===== config.mk =====
export PLATFORM = sky130hd
export DESIGN_NAME = erpt_term_builder
export DESIGN_NICKNAME = d
export VERILOG_FILES = /design/src/design/erpt_pkg.sv /design/src/design/erpt_cordic.sv /design/src/design/erpt_term_builder.sv
export SDC_FILE = /design/constraint.sdc
export NUM_CORES = 2
export LEC_CHECK = 0
export ABC_AREA = 1
export CAP_MARGIN = 20
export CORE_UTILIZATION = 47
export CTS_CLUSTER_DIAMETER = 120
export CTS_CLUSTER_SIZE = 10
export DETAILED_ROUTE_END_ITERATION = 10
export DONT_BUFFER_PORTS = 1
export GPL_TIMING_DRIVEN = 1
export PLACE_DENSITY_LB_ADDON = 0.08
export SKIP_CTS_REPAIR_TIMING = 1
export SLEW_MARGIN = 25
export SYNTH_ARGS = -nofsm -noshare
export SYNTH_HDL_FRONTEND = slang
export SYNTH_SLANG_ARGS = --single-unit

===== constraint.sdc =====
create_clock -name clk -period 8.28 [get_ports clk]
set_input_delay 2.484 -clock clk [delete_from_list [all_inputs] [get_ports clk]]
set_output_delay 2.484 -clock clk [all_outputs]
set_load 0.01 [all_outputs]

===== src/design/erpt_pkg.sv =====
// Package for the Euler rotation point transform: payload structs, register
// indexes, fixed-point constants and the CORDIC arctangent table.
// No dependencies.
package erpt_pkg;

  localparam int CordicSteps = 16;
  localparam int CordicIters = (CordicSteps < 24) ? CordicSteps : 24;

  localparam logic [2:0] CFG_ANGLE_X = 3'd0;
  localparam logic [2:0] CFG_ANGLE_Y = 3'd1;
  localparam logic [2:0] CFG_ANGLE_Z = 3'd2;
  localparam logic [2:0] CFG_SHIFT_X = 3'd3;
  localparam logic [2:0] CFG_SHIFT_Y = 3'd4;
  localparam logic [2:0] CFG_SHIFT_Z = 3'd5;

  localparam logic signed [16:0] HALF_PI_Q13 = 17'sd12868;
  localparam logic signed [16:0] PI_Q13      = 17'sd25736;
  localparam logic signed [33:0] GAIN_Q30    = 34'sd652032874;
  localparam logic signed [15:0] ONE_Q14     = 16'sd16384;

  typedef logic signed [15:0] coef_t;
  typedef coef_t [8:0] terms_t;

  typedef struct packed {
    logic signed [31:0] point_x;
    logic signed [31:0] point_y;
    logic signed [31:0] point_z;
  } point_t;

  typedef struct packed {
    logic signed [31:0] result_x;
    logic signed [31:0] result_y;
    logic signed [31:0] result_z;
    logic               saturated;
  } result_t;

  typedef struct packed {
    logic signed [15:0] angle_x;
    logic signed [15:0] angle_y;
    logic signed [15:0] angle_z;
  } angles_t;

  typedef struct packed {
    logic  done;
    coef_t cos_v;
    coef_t sin_v;
  } trig_t;

  function automatic logic signed [27:0] atan_q24(input logic [4:0] i);
    logic signed [27:0] v;
    case (i)
      5'd0:  v = 28'sd13176795;
      5'd1:  v = 28'sd7778716;
      5'd2:  v = 28'sd4110060;
      5'd3:  v = 28'sd2086331;
      5'd4:  v = 28'sd1047214;
      5'd5:  v = 28'sd524117;
      5'd6:  v = 28'sd262123;
      5'd7:  v = 28'sd131069;
      5'd8:  v = 28'sd65536;
      5'd9:  v = 28'sd32768;
      5'd10: v = 28'sd16384;
      5'd11: v = 28'sd8192;
      5'd12: v = 28'sd4096;
      5'd13: v = 28'sd2048;
      5'd14: v = 28'sd1024;
      5'd15: v = 28'sd512;
      5'd16: v = 28'sd256;
      5'd17: v = 28'sd128;
      5'd18: v = 28'sd64;
      5'd19: v = 28'sd32;
      5'd20: v = 28'sd16;
      5'd21: v = 28'sd8;
      5'd22: v = 28'sd4;
      5'd23: v = 28'sd2;
      default: v = 28'sd0;
    endcase
    return v;
  endfunction

endpackage


===== src/design/erpt_cordic.sv =====
// Iterative rotation-mode CORDIC: one step per cycle, cos and sin in Q1.14.
// Depends on erpt_pkg.
module erpt_cordic import erpt_pkg::*; (
  input  logic               clk,
  input  logic               rst_n,
  input  logic               start,
  input  logic signed [15:0] angle,
  output trig_t              trig
);

  logic               run_r, run_nxt;
  logic               fin_r, fin_nxt;
  logic               done_r, done_nxt;
  logic               flip_r, flip_nxt;
  logic [4:0]         step_r, step_nxt;
  logic signed [33:0] x_r, x_nxt, y_r, y_nxt;
  logic signed [27:0] z_r, z_nxt;
  coef_t              cos_r, cos_nxt, sin_r, sin_nxt;

  logic signed [16:0] ang_ext, ang_fold;
  logic               fold;
  logic signed [33:0] dx, dy, xr, yr;

  function automatic coef_t clamp_q14(input logic signed [33:0] v, input logic neg);
    coef_t c;
    if (v > 34'sd16384)       c = ONE_Q14;
    else if (v < -34'sd16384) c = -ONE_Q14;
    else                      c = v[15:0];
    return neg ? -c : c;
  endfunction

  always_comb begin
    ang_ext  = {angle[15], angle};
    fold     = (ang_ext > HALF_PI_Q13) || (ang_ext < -HALF_PI_Q13);
    ang_fold = ang_ext;
    if (ang_ext > HALF_PI_Q13) begin
      ang_fold = ang_ext - PI_Q13;
    end else if (ang_ext < -HALF_PI_Q13) begin
      ang_fold = ang_ext + PI_Q13;
    end
    dx = x_r >>> step_r;
    dy = y_r >>> step_r;
    xr = (x_r + 34'sd32768) >>> 16;
    yr = (y_r + 34'sd32768) >>> 16;

    run_nxt  = run_r;
    fin_nxt  = 1'b0;
    done_nxt = done_r;
    flip_nxt = flip_r;
    step_nxt = step_r;
    x_nxt    = x_r;
    y_nxt    = y_r;
    z_nxt    = z_r;
    cos_nxt  = cos_r;
    sin_nxt  = sin_r;
    if (start) begin
      run_nxt  = 1'b1;
      done_nxt = 1'b0;
      flip_nxt = fold;
      step_nxt = 5'd0;
      x_nxt    = GAIN_Q30;
      y_nxt    = 34'sd0;
      z_nxt    = {ang_fold, 11'b0};
    end else if (run_r) begin
      if (!z_r[27]) begin
        x_nxt = x_r - dy;
        y_nxt = y_r + dx;
        z_nxt = z_r - atan_q24(step_r);
      end else begin
        x_nxt = x_r + dy;
        y_nxt = y_r - dx;
        z_nxt = z_r + atan_q24(step_r);
      end
      step_nxt = step_r + 5'd1;
      if (step_r == 5'(CordicIters - 1)) begin
        run_nxt = 1'b0;
        fin_nxt = 1'b1;
      end
    end else if (fin_r) begin
      cos_nxt  = clamp_q14(xr, flip_r);
      sin_nxt  = clamp_q14(yr, flip_r);
      done_nxt = 1'b1;
    end
  end

  always_ff @(posedge clk) begin
    if (!rst_n) begin
      run_r  <= 1'b0;
      fin_r  <= 1'b0;
      done_r <= 1'b0;
    end else begin
      run_r  <= run_nxt;
      fin_r  <= fin_nxt;
      done_r <= done_nxt;
    end
    flip_r <= flip_nxt;
    step_r <= step_nxt;
    x_r    <= x_nxt;
    y_r    <= y_nxt;
    z_r    <= z_nxt;
    cos_r  <= cos_nxt;
    sin_r  <= sin_nxt;
  end

  assign trig = '{done: done_r, cos_v: cos_r, sin_v: sin_r};

endmodule


===== src/design/erpt_term_builder.sv =====
// Sequencer that runs the CORDIC over the three angles, then forms the nine
// Q1.14 rotation terms with a two-stage multiply. Depends on erpt_pkg, erpt_cordic.
module erpt_term_builder import erpt_pkg::*; (
  input  logic    clk,
  input  logic    rst_n,
  input  logic    rebuild,
  input  angles_t angles,
  output logic    busy,
  output terms_t  terms
);

  localparam logic [1:0] ST_IDLE  = 2'd0;
  localparam logic [1:0] ST_TRIG  = 2'd1;
  localparam logic [1:0] ST_TERMS = 2'd2;

  logic [1:0] state_r, state_nxt;
  logic [1:0] aidx_r, aidx_nxt;
  logic [3:0] tidx_r, tidx_nxt;
  logic       start_r, start_nxt;
  logic       mv_r, mv_nxt;
  logic [3:0] midx_r;
  coef_t      cx_r, sx_r, cy_r, sy_r, cz_r, sz_r;
  terms_t     terms_r;

  logic signed [15:0] cur_angle;
  trig_t              trig;

  coef_t              a, b, c, d, e;
  logic               neg;
  logic signed [33:0] m1_r, m2_r;
  coef_t              c_r;
  logic signed [50:0] sum;

  erpt_cordic u_cordic (
    .clk   (clk),
    .rst_n (rst_n),
    .start (start_r),
    .angle (cur_angle),
    .trig  (trig)
  );

  always_comb begin
    case (aidx_r)
      2'd0:    cur_angle = angles.angle_x;
      2'd1:    cur_angle = angles.angle_y;
      default: cur_angle = angles.angle_z;
    endcase
  end

  // term = (a*b)*c + (+/-)(d*e) << 14; c = 0 where only the second product is used
  always_comb begin
    a = cx_r; b = sy_r; c = 16'sd0; d = cy_r; e = cz_r; neg = 1'b0;
    case (tidx_r)
      4'd0: begin a = cy_r; b = cz_r; c = 16'sd0; d = cy_r; e = cz_r; neg = 1'b0; end
      4'd1: begin a = sx_r; b = sy_r; c = cz_r; d = cx_r; e = sz_r; neg = 1'b1; end
      4'd2: begin a = cx_r; b = sy_r; c = cz_r; d = sx_r; e = sz_r; neg = 1'b0; end
      4'd3: begin a = cy_r; b = sz_r; c = 16'sd0; d = cy_r; e = sz_r; neg = 1'b0; end
      4'd4: begin a = sx_r; b = sy_r; c = sz_r; d = cx_r; e = cz_r; neg = 1'b0; end
      4'd5: begin a = cx_r; b = sy_r; c = sz_r; d = sx_r; e = cz_r; neg = 1'b1; end
      4'd6: begin a = sy_r; b = sy_r; c = 16'sd0; d = sy_r; e = ONE_Q14; neg = 1'b1; end
      4'd7: begin a = sx_r; b = cy_r; c = 16'sd0; d = sx_r; e = cy_r; neg = 1'b0; end
      4'd8: begin a = cx_r; b = cy_r; c = 16'sd0; d = cx_r; e = cy_r; neg = 1'b0; end
      default: begin a = 16'sd0; b = 16'sd0; c = 16'sd0; d = 16'sd0; e = 16'sd0; end
    endcase
  end

  always_comb begin
    sum = m1_r * c_r + (m2_r <<< 14) + 51'sd134217728;
  end

  always_comb begin
    state_nxt = state_r;
    aidx_nxt  = aidx_r;
    tidx_nxt  = tidx_r;
    start_nxt = 1'b0;
    mv_nxt    = 1'b0;
    if (rebuild) begin
      state_nxt = ST_TRIG;
      aidx_nxt  = 2'd0;
      start_nxt = 1'b1;
    end else begin
      case (state_r)
        ST_IDLE: ;
        ST_TRIG: begin
          if (trig.done && !start_r) begin
            if (aidx_r == 2'd2) begin
              state_nxt = ST_TERMS;
              tidx_nxt  = 4'd0;
            end else begin
              aidx_nxt  = aidx_r + 2'd1;
              start_nxt = 1'b1;
            end
          end
        end
        ST_TERMS: begin
          if (tidx_r <= 4'd8) begin
            mv_nxt   = 1'b1;
            tidx_nxt = tidx_r + 4'd1;
          end else if (!mv_r) begin
            state_nxt = ST_IDLE;
          end
        end
        default: state_nxt = ST_IDLE;
      endcase
    end
  end

  always_ff @(posedge clk) begin
    if (!rst_n) begin
      state_r <= ST_IDLE;
      aidx_r  <= 2'd0;
      tidx_r  <= 4'd0;
      start_r <= 1'b0;
      mv_r    <= 1'b0;
      for (int k = 0; k < 9; k++) begin
        terms_r[k] <= (k % 4 == 0) ? ONE_Q14 : 16'sd0;
      end
    end else begin
      state_r <= state_nxt;
      aidx_r  <= aidx_nxt;
      tidx_r  <= tidx_nxt;
      start_r <= start_nxt;
      mv_r    <= mv_nxt;
      if (mv_r && !rebuild) begin
        terms_r[midx_r] <= sum[43:28];
      end
    end
    if (state_r == ST_TRIG && trig.done && !start_r) begin
      case (aidx_r)
        2'd0:    begin cx_r <= trig.cos_v; sx_r <= trig.sin_v; end
        2'd1:    begin cy_r <= trig.cos_v; sy_r <= trig.sin_v; end
        default: begin cz_r <= trig.cos_v; sz_r <= trig.sin_v; end
      endcase
    end
    midx_r <= tidx_r;
    m1_r   <= a * b;
    m2_r   <= neg ? -(d * e) : d * e;
    c_r    <= c;
  end

  assign busy  = (state_r != ST_IDLE) || rebuild;
  assign terms = terms_r;

endmodule


==> insert_results.sql <==
INSERT INTO impl_metrics (metric_group, metric, value, unit) VALUES
('status', 'outcome', 'complete, no violations', ''),
('setup_path', 'timing.critical_path.mode_cell', 'fa_1', ''),
('grt', 'wire_length_of_the_first_global_routing_pass', '346400', 'µm'),
('floorplanning', 'die_height', '386.6', 'µm'),
('setup_path', 'worstSetupPathType', 'flop to flop', ''),
('drt', 'via_count', '59380', ''),
('place', 'placed_area', '72090', 'µm²'),
('synthesis', 'synth-async-reset-ratio', '0', '%'),
('synthesis', 'post_synth_num_cell_types', '70', ''),
('floorplanning', 'placeableCoreArea', '146300', 'µm²'),
('synthesis', 'yosysTopAreaCellShare', '28.62', '%'),
('synthesis', 'post_synth_most_frequent_cells', '2279 x nand2_1, 2032 x inv_1, 994 x fa_1', ''),
('drt', 'drtPass1Iterations', '6', ''),
('sta', 'fmax', '127.1', 'MHz'),
('drt', 'drc_errors', '0', ''),
('sta', 'final_hold_viol_count', '0', ''),
('floorplanning', 'start_util', '47.54', '%'),
('clock_network', 'cts.reportedPaths.clkPinSlew', '0.07', 'ns'),
('power', 'pwr-share-comb', '62.3', '%'),
('floorplanning', 'num_io_pins', '196', ''),
('drt', 'antenna_left', '0', ''),
('cells_and_area', 'total_area_of_multi_input_combinational_cells', '49330', 'µm²'),
('clock_network', 'clock_tree.htree_level_count', '2', ''),
('setup_path', 'critical_path_peak_fanout', '16', ''),
('job', 'max_cap_violations', '0', ''),
('clock_network', 'numClockSinks', '493', ''),
('place', 'routabilityCongestion', '0.9487', ''),
('synthesis', 'synth_enable_flop_cells', '146', ''),
('place', 'placement.io_buffers', '0', ''),
('grt', 'antenna_found_initial', '1', ''),
('sta', 'final_critical_path_setup_slack', '0.4148', 'ns'),
('grt', 'first_global_vias', '60550', ''),
('drt', 'first_iter_violations', '4073', ''),
('synthesis', 'avgSynthCellArea', '7.491', 'µm²'),
('power', 'vdd_drop_max', '0.3214', 'mV'),
('place', 'detailedPlace.worstSlack', '0.1300', 'ns'),
('synthesis', 'synth_largest_area_cell', 'fa_1', ''),
('sta', 'finalWorstPathRequiredPeriod', '7.865', 'ns'),
('synthesis', 'ffs_latches_synth', '493', ''),
('setup_path', 'cp_num_buf_inv', '7', ''),
('grt', 'grt.total_usage', '29.56', '%'),
('setup_path', 'critPathSlowestCell', 'fa_1', ''),
('power', 'power_report.internal_total', '7.482', 'mW'),
('synthesis', 'synth.most_common_cell', 'nand2_1', ''),
('cells_and_area', 'fin_area', '74040', 'µm²'),
('sta', 'final-max-slew-violation-count', '0', ''),
('cells_and_area', 'finish.net_count', '10650', ''),
('clock_network', 'cts_root_buffer', 'clkbuf_16', ''),
('synthesis', 'yosys_warnings', '0', ''),
('setup_path', 'timing.critical_path.from_type', 'flop', ''),
('sta', 'finalClockSkew', '0.06008', 'ns'),
('synthesis', 'postSynthCellCount', '9282', ''),
('cells_and_area', 'fillCellCount', '14620', ''),
('clock_network', 'cts_tree', 'built', ''),
('synthesis', 'dominantRegCellSynth', 'dfxtp_1', ''),
('clock_network', 'clock_insertion_delay_worst_skew', '0.70', 'ns'),
('power', 'seq_power_share', '22.6', '%'),
('synthesis', 'synth-seq-area-share', '16.30', '%'),
('setup_path', 'timing.critical_path.arrival', '8.47', 'ns'),
('synthesis', 'synth.net_count', '10720', ''),
('drt', 'routed_wirelength', '218800', 'µm'),
('synthesis', 'synth_area', '69530', 'µm²'),
('setup_path', 'timing.critical_path.max_delay_family', 'adder cells', ''),
('power', 'net-switching-power', '8.317', 'mW'),
('setup_path', 'required_worst_endpoint', '8.88', 'ns'),
('power', 'sw_frac_of_total', '52.64', '%'),
('setup_path', 'setup.worst_path.end_class', 'flop', ''),
('min_path', 'min_path_type', 'flop to flop', ''),
('sta', 'period_share', '94.99', '%'),
('sta', 'tightest_slew', '1.006', 'ns'),
('power', 'power-per-cell-area', '213.4', 'nW/µm²');
## power by group through the flow
| stage | clock network [mW] | logic [mW] | registers [mW] |
|---|---|---|---|
| after global routing | 2.53 | 11.1 | 3.60 |
| after global placement | 0 | 9.72 | 3.62 |
| after CTS | 2.45 | 9.78 | 3.57 |
| after floorplan | 0 | 7.20 | 3.18 |
| final | 2.38 | 9.85 | 3.57 |
| after detailed placement | 0 | 9.72 | 3.62 |
## path summary, 6_finish.rpt
check / end / slack, ns / startpoint / cells after the start
setup / recovery: m2_r[17] / 0.41 / tidx_r[0] / 32
hold / removal: midx_r[2] / 0.46 / tidx_r[2] / 0
setup reg to reg: m2_r[17] / 0.41 / tidx_r[0] / 32
hold reg to reg: midx_r[2] / 0.46 / tidx_r[2] / 0
## metrics by stage
step	TNS, ns	cells	utilization (%)	hold WS, ns	total power [mW]
3_5_place_dp	0	11060	49.28	0.4592	13.33
3_3_place_gp	0	11060	49.27	0.4481	13.34
5_1_grt	-0.06382	11150	50.62	0.4857	17.24
6_report	0	11150	50.62	0.4646	15.80
2_1_floorplan	0	9282	-	0.3941	10.38
4_1_cts	0	11140	50.41	0.4636	15.80
## final cells by class
class	count	area share [%]
clock inverter	9	0.2028
antenna	1	0.003380
sequential	493	15.32
timing repair buffer	203	2.114
tap	1917	3.240
clock buffer	77	2.028
inverter	2062	10.47
multi-input combinational	6388	66.63
## metal layers
metal  global-route usage, %  vias to the layer above  wire, µm
met4                   11.67                        0      9714
met1                   37.85                    29080     92510
met5                       0                        -         0
met2                   51.52                     1553    106900
met3                   2.472                      373      9634
li1                        -                    28370         -
## logic make-up after synthesis
group | count (synthesis) | synth area share [%]
simple gates | 3682 | 22.23
compound gates | 1026 | 8.862
xor+xnor | 291 | 3.687
fa+ha+maj | 1389 | 35.73
buf+inv | 2401 | 13.20
flops | 493 | 16.30
## cell usage in the layout, fill, tap and decap left out, drive strengths merged, types with 11 or more instances in the layout
cell       n
ha       395
xor2     198
o22ai     50
o21ai    315
buf      202
nand3b    13
clkbuf    78
o21bai    26
nor2     473
edfxtp   146
inv     2057
a21o      24
a22o      14
a31oi     28
nor3      73
dfxtp    347
a21oi    332
nand3    667
nand2   2300
nand4     86
nor4      20
or2       43
o211ai   133
clkinv    11
fa       994
a22oi     16
xnor2     93
o21a      29
## flip-flops by register name (all words and copies together) (netlist names), 28 cells and up, named ones only
signal / cells
m1_r: 32
u_cordic.y_r: 34
terms: 144
u_cordic.z_r: 28
m2_r: 30
u_cordic.x_r: 34
Note: power is estimated with default switching activity, not from simulation.
